--- src/rtl/core/tlpt_pkg.sv ---
// shared types and constants for the two-level page table engine
// no dependencies
package tlpt_pkg;

  localparam int DIR_ENTRIES   = 1024;
  localparam int TABLE_ENTRIES = 1024;
  localparam int TABLE_POOL_D  = 64;
  localparam int DIR_AW        = $clog2(DIR_ENTRIES);
  localparam int TE_AW         = $clog2(TABLE_ENTRIES);
  localparam int PAGE_SHIFT    = 12;
  localparam int FRAME_W       = 32 - PAGE_SHIFT;
  localparam logic [PAGE_SHIFT-1:0] OFFSET_MASK = 12'hFFF;

  // entry word: {present, writable, user, frame}
  localparam int ENT_W   = FRAME_W + 3;
  localparam int ENT_P   = ENT_W - 1;
  localparam int ENT_WR  = ENT_W - 2;
  localparam int ENT_US  = ENT_W - 3;
  localparam logic [ENT_W-1:0] ENT_RESET = {1'b0, 1'b1, 1'b0, {FRAME_W{1'b0}}};

  localparam logic [1:0] ACT_MAP   = 2'd0;
  localparam logic [1:0] ACT_UNMAP = 2'd1;
  localparam logic [1:0] ACT_XLATE = 2'd2;

  localparam logic [1:0] ST_DONE    = 2'd0;
  localparam logic [1:0] ST_NOTMAP  = 2'd1;
  localparam logic [1:0] ST_NOTABLE = 2'd2;

  typedef enum logic [3:0] {
    S_CLEAR = 4'b0001,
    S_IDLE  = 4'b0010,
    S_DIR   = 4'b0100,
    S_ENT   = 4'b1000
  } seq_state_t;

  typedef struct packed {
    logic [1:0]  status;
    logic [31:0] addr;
    logic        writable;
    logic        user;
  } result_t;

endpackage

--- src/rtl/core/tlpt_seq.sv ---
// sequencer: clearing pass, directory lookup, entry read-modify-write, result register
// depends on tlpt_pkg
module tlpt_seq import tlpt_pkg::*; #(
  parameter int TABLE_POOL = TABLE_POOL_D,
  parameter int SLOT_W     = (TABLE_POOL > 1) ? $clog2(TABLE_POOL) : 1,
  parameter int ENT_AW     = SLOT_W + TE_AW
) (
  input  logic              clk,
  input  logic              rst_n,
  input  logic              in_tvalid,
  output logic              in_tready,
  input  logic [1:0]        in_action,
  input  logic [31:0]       in_virt_addr,
  input  logic [31:0]       in_map_addr,
  input  logic [2:0]        in_map_flags,
  output logic              out_valid,
  input  logic              out_ready,
  output result_t           out_result,
  output logic              dir_we,
  output logic [DIR_AW-1:0] dir_addr,
  output logic [SLOT_W:0]   dir_wdata,
  input  logic [SLOT_W:0]   dir_rdata,
  output logic              ent_we,
  output logic [ENT_AW-1:0] ent_addr,
  output logic [ENT_W-1:0]  ent_wdata,
  input  logic [ENT_W-1:0]  ent_rdata
);

  localparam int CNT_W = $clog2(TABLE_POOL + 1);
  localparam int ENT_DEPTH = TABLE_POOL * TABLE_ENTRIES;
  localparam logic [ENT_AW-1:0] CLR_LAST = ENT_AW'(ENT_DEPTH - 1);
  localparam logic [CNT_W-1:0]  POOL_CNT = CNT_W'(TABLE_POOL);

  seq_state_t state_r, state_nxt;
  logic [ENT_AW-1:0] clr_r, clr_nxt;
  logic [CNT_W-1:0] used_r, used_nxt;
  logic [ENT_AW-1:0] ent_addr_r, ent_addr_nxt;
  logic [1:0] act_r;
  logic [31:0] va_r;
  logic [FRAME_W-1:0] frame_r;
  logic [2:0] flags_r;
  logic out_valid_r, out_valid_nxt;
  result_t res_r, res_nxt;

  logic out_free;
  logic dir_hit;
  logic [SLOT_W-1:0] dir_slot, map_slot;
  logic [TE_AW-1:0] te_idx;

  assign out_free  = !out_valid_r || out_ready;
  assign dir_hit   = dir_rdata[SLOT_W];
  assign dir_slot  = dir_rdata[SLOT_W-1:0];
  assign map_slot  = dir_hit ? dir_slot : used_r[SLOT_W-1:0];
  assign te_idx    = va_r[PAGE_SHIFT +: TE_AW];
  assign in_tready = (state_r == S_IDLE);
  assign out_valid = out_valid_r;
  assign out_result = res_r;

  always_comb begin
    state_nxt     = state_r;
    clr_nxt       = clr_r;
    used_nxt      = used_r;
    ent_addr_nxt  = ent_addr_r;
    out_valid_nxt = out_valid_r && !out_ready;
    res_nxt       = res_r;
    dir_we        = 1'b0;
    dir_addr      = va_r[31 -: DIR_AW];
    dir_wdata     = {1'b1, map_slot};
    ent_we        = 1'b0;
    ent_addr      = ent_addr_r;
    ent_wdata     = {flags_r[0], flags_r[1], flags_r[2], frame_r};
    case (state_r)
      S_CLEAR: begin
        dir_we    = (clr_r < ENT_AW'(DIR_ENTRIES));
        dir_addr  = clr_r[DIR_AW-1:0];
        dir_wdata = '0;
        ent_we    = 1'b1;
        ent_addr  = clr_r;
        ent_wdata = ENT_RESET;
        clr_nxt   = clr_r + 1'b1;
        if (clr_r == CLR_LAST) begin
          state_nxt = S_IDLE;
        end
      end
      S_IDLE: begin
        dir_addr = in_virt_addr[31 -: DIR_AW];
        if (in_tvalid) begin
          state_nxt = S_DIR;
        end
      end
      S_DIR: begin
        ent_addr = {map_slot, te_idx};
        if (out_free) begin
          res_nxt = '{status: ST_DONE, addr: '0, writable: 1'b0, user: 1'b0};
          case (act_r)
            ACT_MAP: begin
              if (!dir_hit && used_r == POOL_CNT) begin
                res_nxt.status = ST_NOTABLE;
              end else begin
                dir_we = !dir_hit;
                ent_we = 1'b1;
                if (!dir_hit) begin
                  used_nxt = used_r + 1'b1;
                end
              end
              out_valid_nxt = 1'b1;
              state_nxt     = S_IDLE;
            end
            ACT_UNMAP, ACT_XLATE: begin
              if (!dir_hit) begin
                res_nxt.status = ST_NOTMAP;
                out_valid_nxt  = 1'b1;
                state_nxt      = S_IDLE;
              end else begin
                ent_addr_nxt = {dir_slot, te_idx};
                state_nxt    = S_ENT;
              end
            end
            default: begin
              out_valid_nxt = 1'b1;
              state_nxt     = S_IDLE;
            end
          endcase
        end
      end
      S_ENT: begin
        ent_wdata = ent_rdata;
        ent_wdata[ENT_P] = 1'b0;
        if (out_free) begin
          res_nxt = '{status: ST_DONE, addr: '0, writable: 1'b0, user: 1'b0};
          if (!ent_rdata[ENT_P]) begin
            res_nxt.status = ST_NOTMAP;
          end else if (act_r == ACT_XLATE) begin
            res_nxt.addr     = {ent_rdata[FRAME_W-1:0], va_r[PAGE_SHIFT-1:0] & OFFSET_MASK};
            res_nxt.writable = ent_rdata[ENT_WR];
            res_nxt.user     = ent_rdata[ENT_US];
          end
          ent_we        = (act_r == ACT_UNMAP);
          out_valid_nxt = 1'b1;
          state_nxt     = S_IDLE;
        end
      end
      default: begin
        state_nxt = S_CLEAR;
      end
    endcase
  end

  always_ff @(posedge clk) begin
    if (!rst_n) begin
      state_r     <= S_CLEAR;
      clr_r       <= '0;
      used_r      <= '0;
      out_valid_r <= 1'b0;
    end else begin
      state_r     <= state_nxt;
      clr_r       <= clr_nxt;
      used_r      <= used_nxt;
      out_valid_r <= out_valid_nxt;
    end
  end

  always_ff @(posedge clk) begin
    ent_addr_r <= ent_addr_nxt;
    res_r      <= res_nxt;
    if (in_tvalid && in_tready) begin
      act_r   <= in_action;
      va_r    <= in_virt_addr;
      frame_r <= in_map_addr[31 -: FRAME_W];
      flags_r <= in_map_flags;
    end
  end

  a_pool_bound: assert property (@(posedge clk) disable iff (!rst_n)
    used_r <= POOL_CNT) else $error("table count beyond pool");

  a_alloc_count: assert property (@(posedge clk) disable iff (!rst_n)
    (state_r == S_DIR && dir_we) |=> used_r == $past(used_r) + 1'b1)
    else $error("directory allocation without count step");

  a_no_overwrite: assert property (@(posedge clk) disable iff (!rst_n)
    (out_valid_r && !out_ready) |=> (out_valid_r && res_r == $past(res_r)))
    else $error("pending result overwritten");

  a_clear_blocks: assert property (@(posedge clk) disable iff (!rst_n)
    (state_r == S_CLEAR) |-> (!in_tready && !out_valid_r))
    else $error("transaction during clearing pass");

  a_write_free: assert property (@(posedge clk) disable iff (!rst_n)
    ((state_r == S_DIR || state_r == S_ENT) && (dir_we || ent_we)) |-> out_free)
    else $error("memory write while result stalled");

endmodule

--- config.mk ---
export PLATFORM = sky130hd
export DESIGN_NAME = tlpt_seq
export DESIGN_NICKNAME = d
export VERILOG_FILES = /design/src/rtl/core/tlpt_pkg.sv /design/src/rtl/core/tlpt_seq.sv
export SDC_FILE = /design/constraint.sdc
export NUM_CORES = 1
export LEC_CHECK = 0
export ABC_AREA = 1
export BUFFER_PORTS_ARGS = -buffer_cell sky130_fd_sc_hd__buf_2
export CAP_MARGIN = 10
export CORE_MARGIN = 4
export CORE_UTILIZATION = 46
export CTS_CLUSTER_SIZE = 25
export DETAILED_ROUTE_END_ITERATION = 6
export PLACE_DENSITY = 0.78
export SLEW_MARGIN = 20
export SYNTH_ARGS = -nofsm -noshare
export SYNTH_HDL_FRONTEND = slang
export SYNTH_SLANG_ARGS = --single-unit
--- constraint.sdc ---
create_clock -name clk -period 6.9 [get_ports clk]
set_input_delay 0.345 -clock clk [delete_from_list [all_inputs] [get_ports clk]]
set_output_delay 0.345 -clock clk [all_outputs]
set_load 0.02 [all_outputs]
# --- After elaboration in Yosys (flattened, before gate mapping) ---
# Index checks and enable logic that the tools add are counted.
totals:
  reg_bits: 137
  in_bits: 103
  elab_cells: 79
op_classes:
  reduce_logical: 14
  mux: 35
  n_eq_ne: 12
  add_sub_neg: 2
  bitwise_logic: 2
  magnitude_cmp: 1
ops:
  columns: ["op", "count"]
  rows:
  - ["36-bit 2-to-1 mux", 2]
  - ["36-bit case mux with 2 select lines", 1]
  - ["34-bit 2-to-1 mux", 2]
  - ["23-bit case mux with 2 select lines", 1]
  - ["16-bit case mux with 2 select lines", 1]
  - ["4-bit 2-to-1 mux", 6]
  - ["10-bit case mux with 2 select lines", 1]
  - ["16-bit by 1-bit adder with 16-bit output, second input constant", 1]
  - ["16-bit == test, second input constant", 1]
  - ["16-bit by 11-bit < comparator with 1-bit output, second input constant", 1]
  - ["4-bit case mux with 4 select lines", 1]
  - ["1-bit 2-to-1 mux", 13]
  - ["2-bit inequality test, second input constant", 4]
  - ["4-bit AND reduction", 2]
  - ["7-bit by 1-bit adder with 7-bit output, second input constant", 1]
  - ["7-bit == test, second input constant", 1]
  - ["7-bit 2-to-1 mux", 1]
  - ["6-bit 2-to-1 mux", 1]
  - ["5-bit AND reduction", 1]
  - ["4-bit by 1-bit == test with 1-bit output, second input constant", 1]
  - ["4-bit by 2-bit == test with 1-bit output, second input constant", 1]
  - ["4-bit by 3-bit == test with 1-bit output, second input constant", 1]
  - ["4-bit == test, second input constant", 1]
  - ["1-bit case mux with 2 select lines", 2]
  - ["13 further kinds", 18]

# --- Longest topological paths before layout ---
depth:
  word_depth: 6
  mapped_depth: 10

# --- Worst setup path before layout ---
# No wires, ideal clock.
synth_timing:
  path_kind: "reg-to-output"
  from: "reg state_r[3]"
  to: "out ent_we"
  stages_incl_launch_ff: 7
  arrival_time_ps: 2974
  slack_ps: 3581
  path_buffers: 0
  path_cell_list: "dfxtp_1 > inv_1 > nor2_1 > nand2_2 > a21oi_1 > o2111ai_1 > nand2_1"
synth_between:
  elab_chain_cells: 2
  word_cells_on_any_way: 4
  cone_classes: "3 x eq/ne; 1 x mux"
synth_lines:
  columns: ["element", "line", "rtl"]
  rows:
  - ["start: declaration", "tlpt_seq.sv:34", "seq_state_t state_r, state_nxt;"]
  - ["start signal: assignment", "tlpt_seq.sv:156", "state_r <= state_nxt;"]
  - ["4-bit == test, or another cell as far along", "tlpt_seq.sv:72", "case (state_r)"]
  - ["1-bit case mux with 3 select lines (*)", "tlpt_seq.sv:72", null]
  - ["end: declaration", "tlpt_seq.sv:23", "output logic ent_we,"]
# Every way passes the cells marked *; elsewhere a longest branch is shown, timed or not.

# --- Final worst setup path ---
# Ends and elaborated chain as after synthesis.

==> reports/metrics.csv <==
stage,metric,value,unit
run_status,status,"finished, final reports clean",
global_route,grt_first_pass_wirelength,22200,um
cells_and_area,area_growth,27.3,%
synth,ys.warnings.count,0,
floorplanning,die_height,122,um
sta,hold_viol,0,
synth,cell_type_contributing_the_most_total_cell_area_after_synthesis,sky130_fd_sc_hd__edfxtp_1,
detailed_routing,detail_route.wl_per_cell,15.1,um
cells_and_area,layout.filler_cells,1093,
sta,worst_clock_skew,0.00783,ns
sta,min_period_over_period,0.434,
synth,synth-edff-count,109,
min_path,hold_path_class,in -> reg,
synth,synth_seq_cells,137,
synth,syn-cell-area,0.00596,mm^2
cts,clock-sinks,137,
critical_path,critical_path.cell_chain,inv_1 -> nor2_1 -> nand2_2 -> a21oi_4 -> buf_4 -> o2111ai_1 -> nand2_1 -> buf_2,
critical_path,cp-start-kind,register,
critical_path,end_kind,output pin,
synth,post_synth_xor_area_fraction,0.00441,
synth,post_synth_and_or_nand_nor_area_fraction,0.199,
power_and_ir_drop,ir_worst_vdd,143,uV
cells_and_area,instances_no_fill,961,
synth,post_synth_main_area_contributors,"sky130_fd_sc_hd__edfxtp_1 55%, sky130_fd_sc_hd__dfxtp_1 9.4%, sky130_fd_sc_hd__nand3_1 6.2%",
detailed_routing,vias_per_cell,4.87,
placement,dpl.hpwl,10400,um
cts,tritoncts.num_buffers,17,
synth,synth.distinct_cells,32,
global_route,grt_pass1_vias,4451,
floorplanning,die-area,0.0148,mm^2
floorplanning,rows,41,
critical_path,crit_buf_inv,3,
sta,finalCriticalPeriod,3.00,ns
power_and_ir_drop,power_per_cell_area,263,mW/mm^2
cts,max-clock-path-buffers,2,
cts,clk_root_buffer_cell,sky130_fd_sc_hd__clkbuf_16,
cts,clock_network_latency_to_the_later_pin_of_the_worst_skew_pair,0.41,ns
detailed_routing,drt_first_iter_violations,342,
sta,setup-violations-final,0,
synth,yosys-mux-area-fraction,0,
synth,synth_top_family_by_area,simple AND/OR/NAND/NOR gates,
critical_path,critical_path_class,reg -> out,
global_route,antenna_violations_before_repair,0,
cts,cts_repair_resize_count,0,
synth,synth_compound_gate_area_share,0.0636,
sta,worst_slew_pin_slew,0.945,ns
floorplanning,core_region_area,0.0127,mm^2
synth,synth.top_cell.area_share,0.549,
floorplanning,i_o_pin_total,199,
cts,holdBufCountCts,0,
synth,synthesis.nets,705,
critical_path,worst-endpoint-required,6.55,ns
synth,synth-seq-area-share,0.643,
critical_path,worstPathArrival,2.65,ns
placement,placement.io_buffers,186,
job,reported_max_cap_violation_count,0,
sta,total_negative_slack,0,ns
global_route,grtUsageTotal,0.196,
cells_and_area,layout_cell_share_with_drive_strength_beyond_1,0.302,
synth,mapped_cells,595,
critical_path,critPathTopFamily,simple AND/OR/NAND/NOR gates,
detailed_routing,detailedRoute.firstPassIterationCount,5,
detailed_routing,detail_route.wirelength,14600,um
sta,maximum_clock_frequency,334,MHz
sta,rel_slew_slack,0.368,
critical_path,critical_path.slowest_cell,sky130_fd_sc_hd__nand2_2,
sta,grt_setup_unrepaired,false,
cells_and_area,fin_nets,887,
cts,tritoncts,yes,
sta,slew_violations,0,
power_and_ir_drop,power_leakage,0.00329,uW
detailed_routing,drtAntennaViolNets,0,
synth,yosys.area_share.adder,0.0147,
synth,postSynth.asyncResetShare,0,
cts,cts.reportedPaths.clkPinSlew,0.06,ns
placement,placed_cells,930,
floorplanning,initial_core_util,0.470,
critical_path,path_max_fanout,55,
detailed_routing,vias,4681,
detailed_routing,detail_route.drc_violations,0,
global_route,grt_remaining_overflow,0,
cts,cts_htree_levels,4,
synth,synth.avg_cell_area,10.0,um^2
cells_and_area,num_antenna_cells,0,
critical_path,critPathMaxStageDelay,0.54,ns
global_route,grt_max_degree,56,
placement,gp_congestion,0.821,
synth,most_common_flop_cell_mapped_by_yosys,sky130_fd_sc_hd__edfxtp_1,
floorplanning,die-width,122,um
cts,cts_setup_buffers,0,
-- through the flow --
step	setup slack (ns)	hold slack, ns	power (uW)	instance area [um^2]	util
detailed placement	4.29	0.437	1120	7000	0.553
CTS	3.82	0.0829	2010	7580	0.598
global route	3.58	0.0791	2070	7580	0.598
floorplan	3.58	0.427	1040	5960	-
finish	3.90	0.104	2000	7580	0.598
global placement	4.27	0.430	1120	7000	0.553
-- final cells by class --
class,count,area (um^2),area share
clock inverters,14,156,0.0206
clock buffers,17,425,0.0561
multi-input cells,349,1690,0.223
repair buffers,189,953,0.126
inverters,83,312,0.0411
well taps,172,215,0.0284
flip-flops and latches,137,3830,0.506
-- placed cells by master (no fill, tap or decap), types with 7 or more instances in the layout --
| master | synthesis | routed |
|---|---|---|
| sky130_fd_sc_hd__a21oi_1 | 16 | 15 |
| sky130_fd_sc_hd__dfxtp_1 | 28 | 28 |
| sky130_fd_sc_hd__nand3_1 | 74 | 74 |
| sky130_fd_sc_hd__nand2_1 | 96 | 96 |
| sky130_fd_sc_hd__inv_1 | 79 | 78 |
| sky130_fd_sc_hd__nor2_1 | 78 | 78 |
| sky130_fd_sc_hd__ha_1 | 7 | 7 |
| sky130_fd_sc_hd__o21ai_0 | 36 | 36 |
| sky130_fd_sc_hd__clkbuf_16 | 0 | 17 |
| sky130_fd_sc_hd__edfxtp_1 | 109 | 109 |
| sky130_fd_sc_hd__buf_2 | 10 | 186 |
-- worst paths after layout --
kind	startpoint	to	slack, ns	depth (start not counted)
max	state_r[3]	ent_we	3.90	8
min	in_virt_addr[19]	va_r[19]	0.10	1
max reg2reg	state_r[3]	va_r[6]	4.51	6
min reg2reg	va_r[19]	ent_addr_r[7]	0.45	0
-- synth_stat cells (5+ instances only) --
master / count
sky130_fd_sc_hd__edfxtp_1: 109
sky130_fd_sc_hd__nand2_1: 96
sky130_fd_sc_hd__inv_1: 79
sky130_fd_sc_hd__nor2_1: 78
sky130_fd_sc_hd__nand3_1: 74
sky130_fd_sc_hd__o21ai_0: 36
sky130_fd_sc_hd__dfxtp_1: 28
sky130_fd_sc_hd__a21oi_1: 16
sky130_fd_sc_hd__buf_2: 10
sky130_fd_sc_hd__clkbuf_1: 10
sky130_fd_sc_hd__ha_1: 7
sky130_fd_sc_hd__nor3_1: 5
sky130_fd_sc_hd__o221ai_1: 5
-- routing by layer --
layer / track usage / up-vias / share of wire
li1: - / 2353 / -
met1: 0.237 / 2114 / 0.41
met2: 0.340 / 197 / 0.49
met3: 0.0548 / 17 / 0.091
met4: 0.0644 / 0 / 0.014
met5: 0 / - / 0
-- power by group --
group	internal [uW]	leakage, uW	switching (uW)
logic	68.0	0.00178	137
clock network	561	0.000287	334
registers	891	0.00122	5.32
-- sequential cells by signal, indices dropped and copies added, names as in the netlist --
signal	count
frame_r	20
va_r	32
out_result	36
used_r	7
act_r	2
state_r	4
flags_r	3
ent_addr_r	16
out_valid	1
clr_r	16
-- logic make-up (layout without fill, tap and decap cells) --
group | after synthesis | in the layout
adders and majority gates | 7 | 7
DFF | 137 | 137
AOI/OAI and AO/OA | 68 | 68
buffers and inverters | 109 | 303
xor gates and xnor gates | 3 | 3
and+or+nand+nor | 271 | 271
No activity file was read; power rests on OpenSTA's default activity.
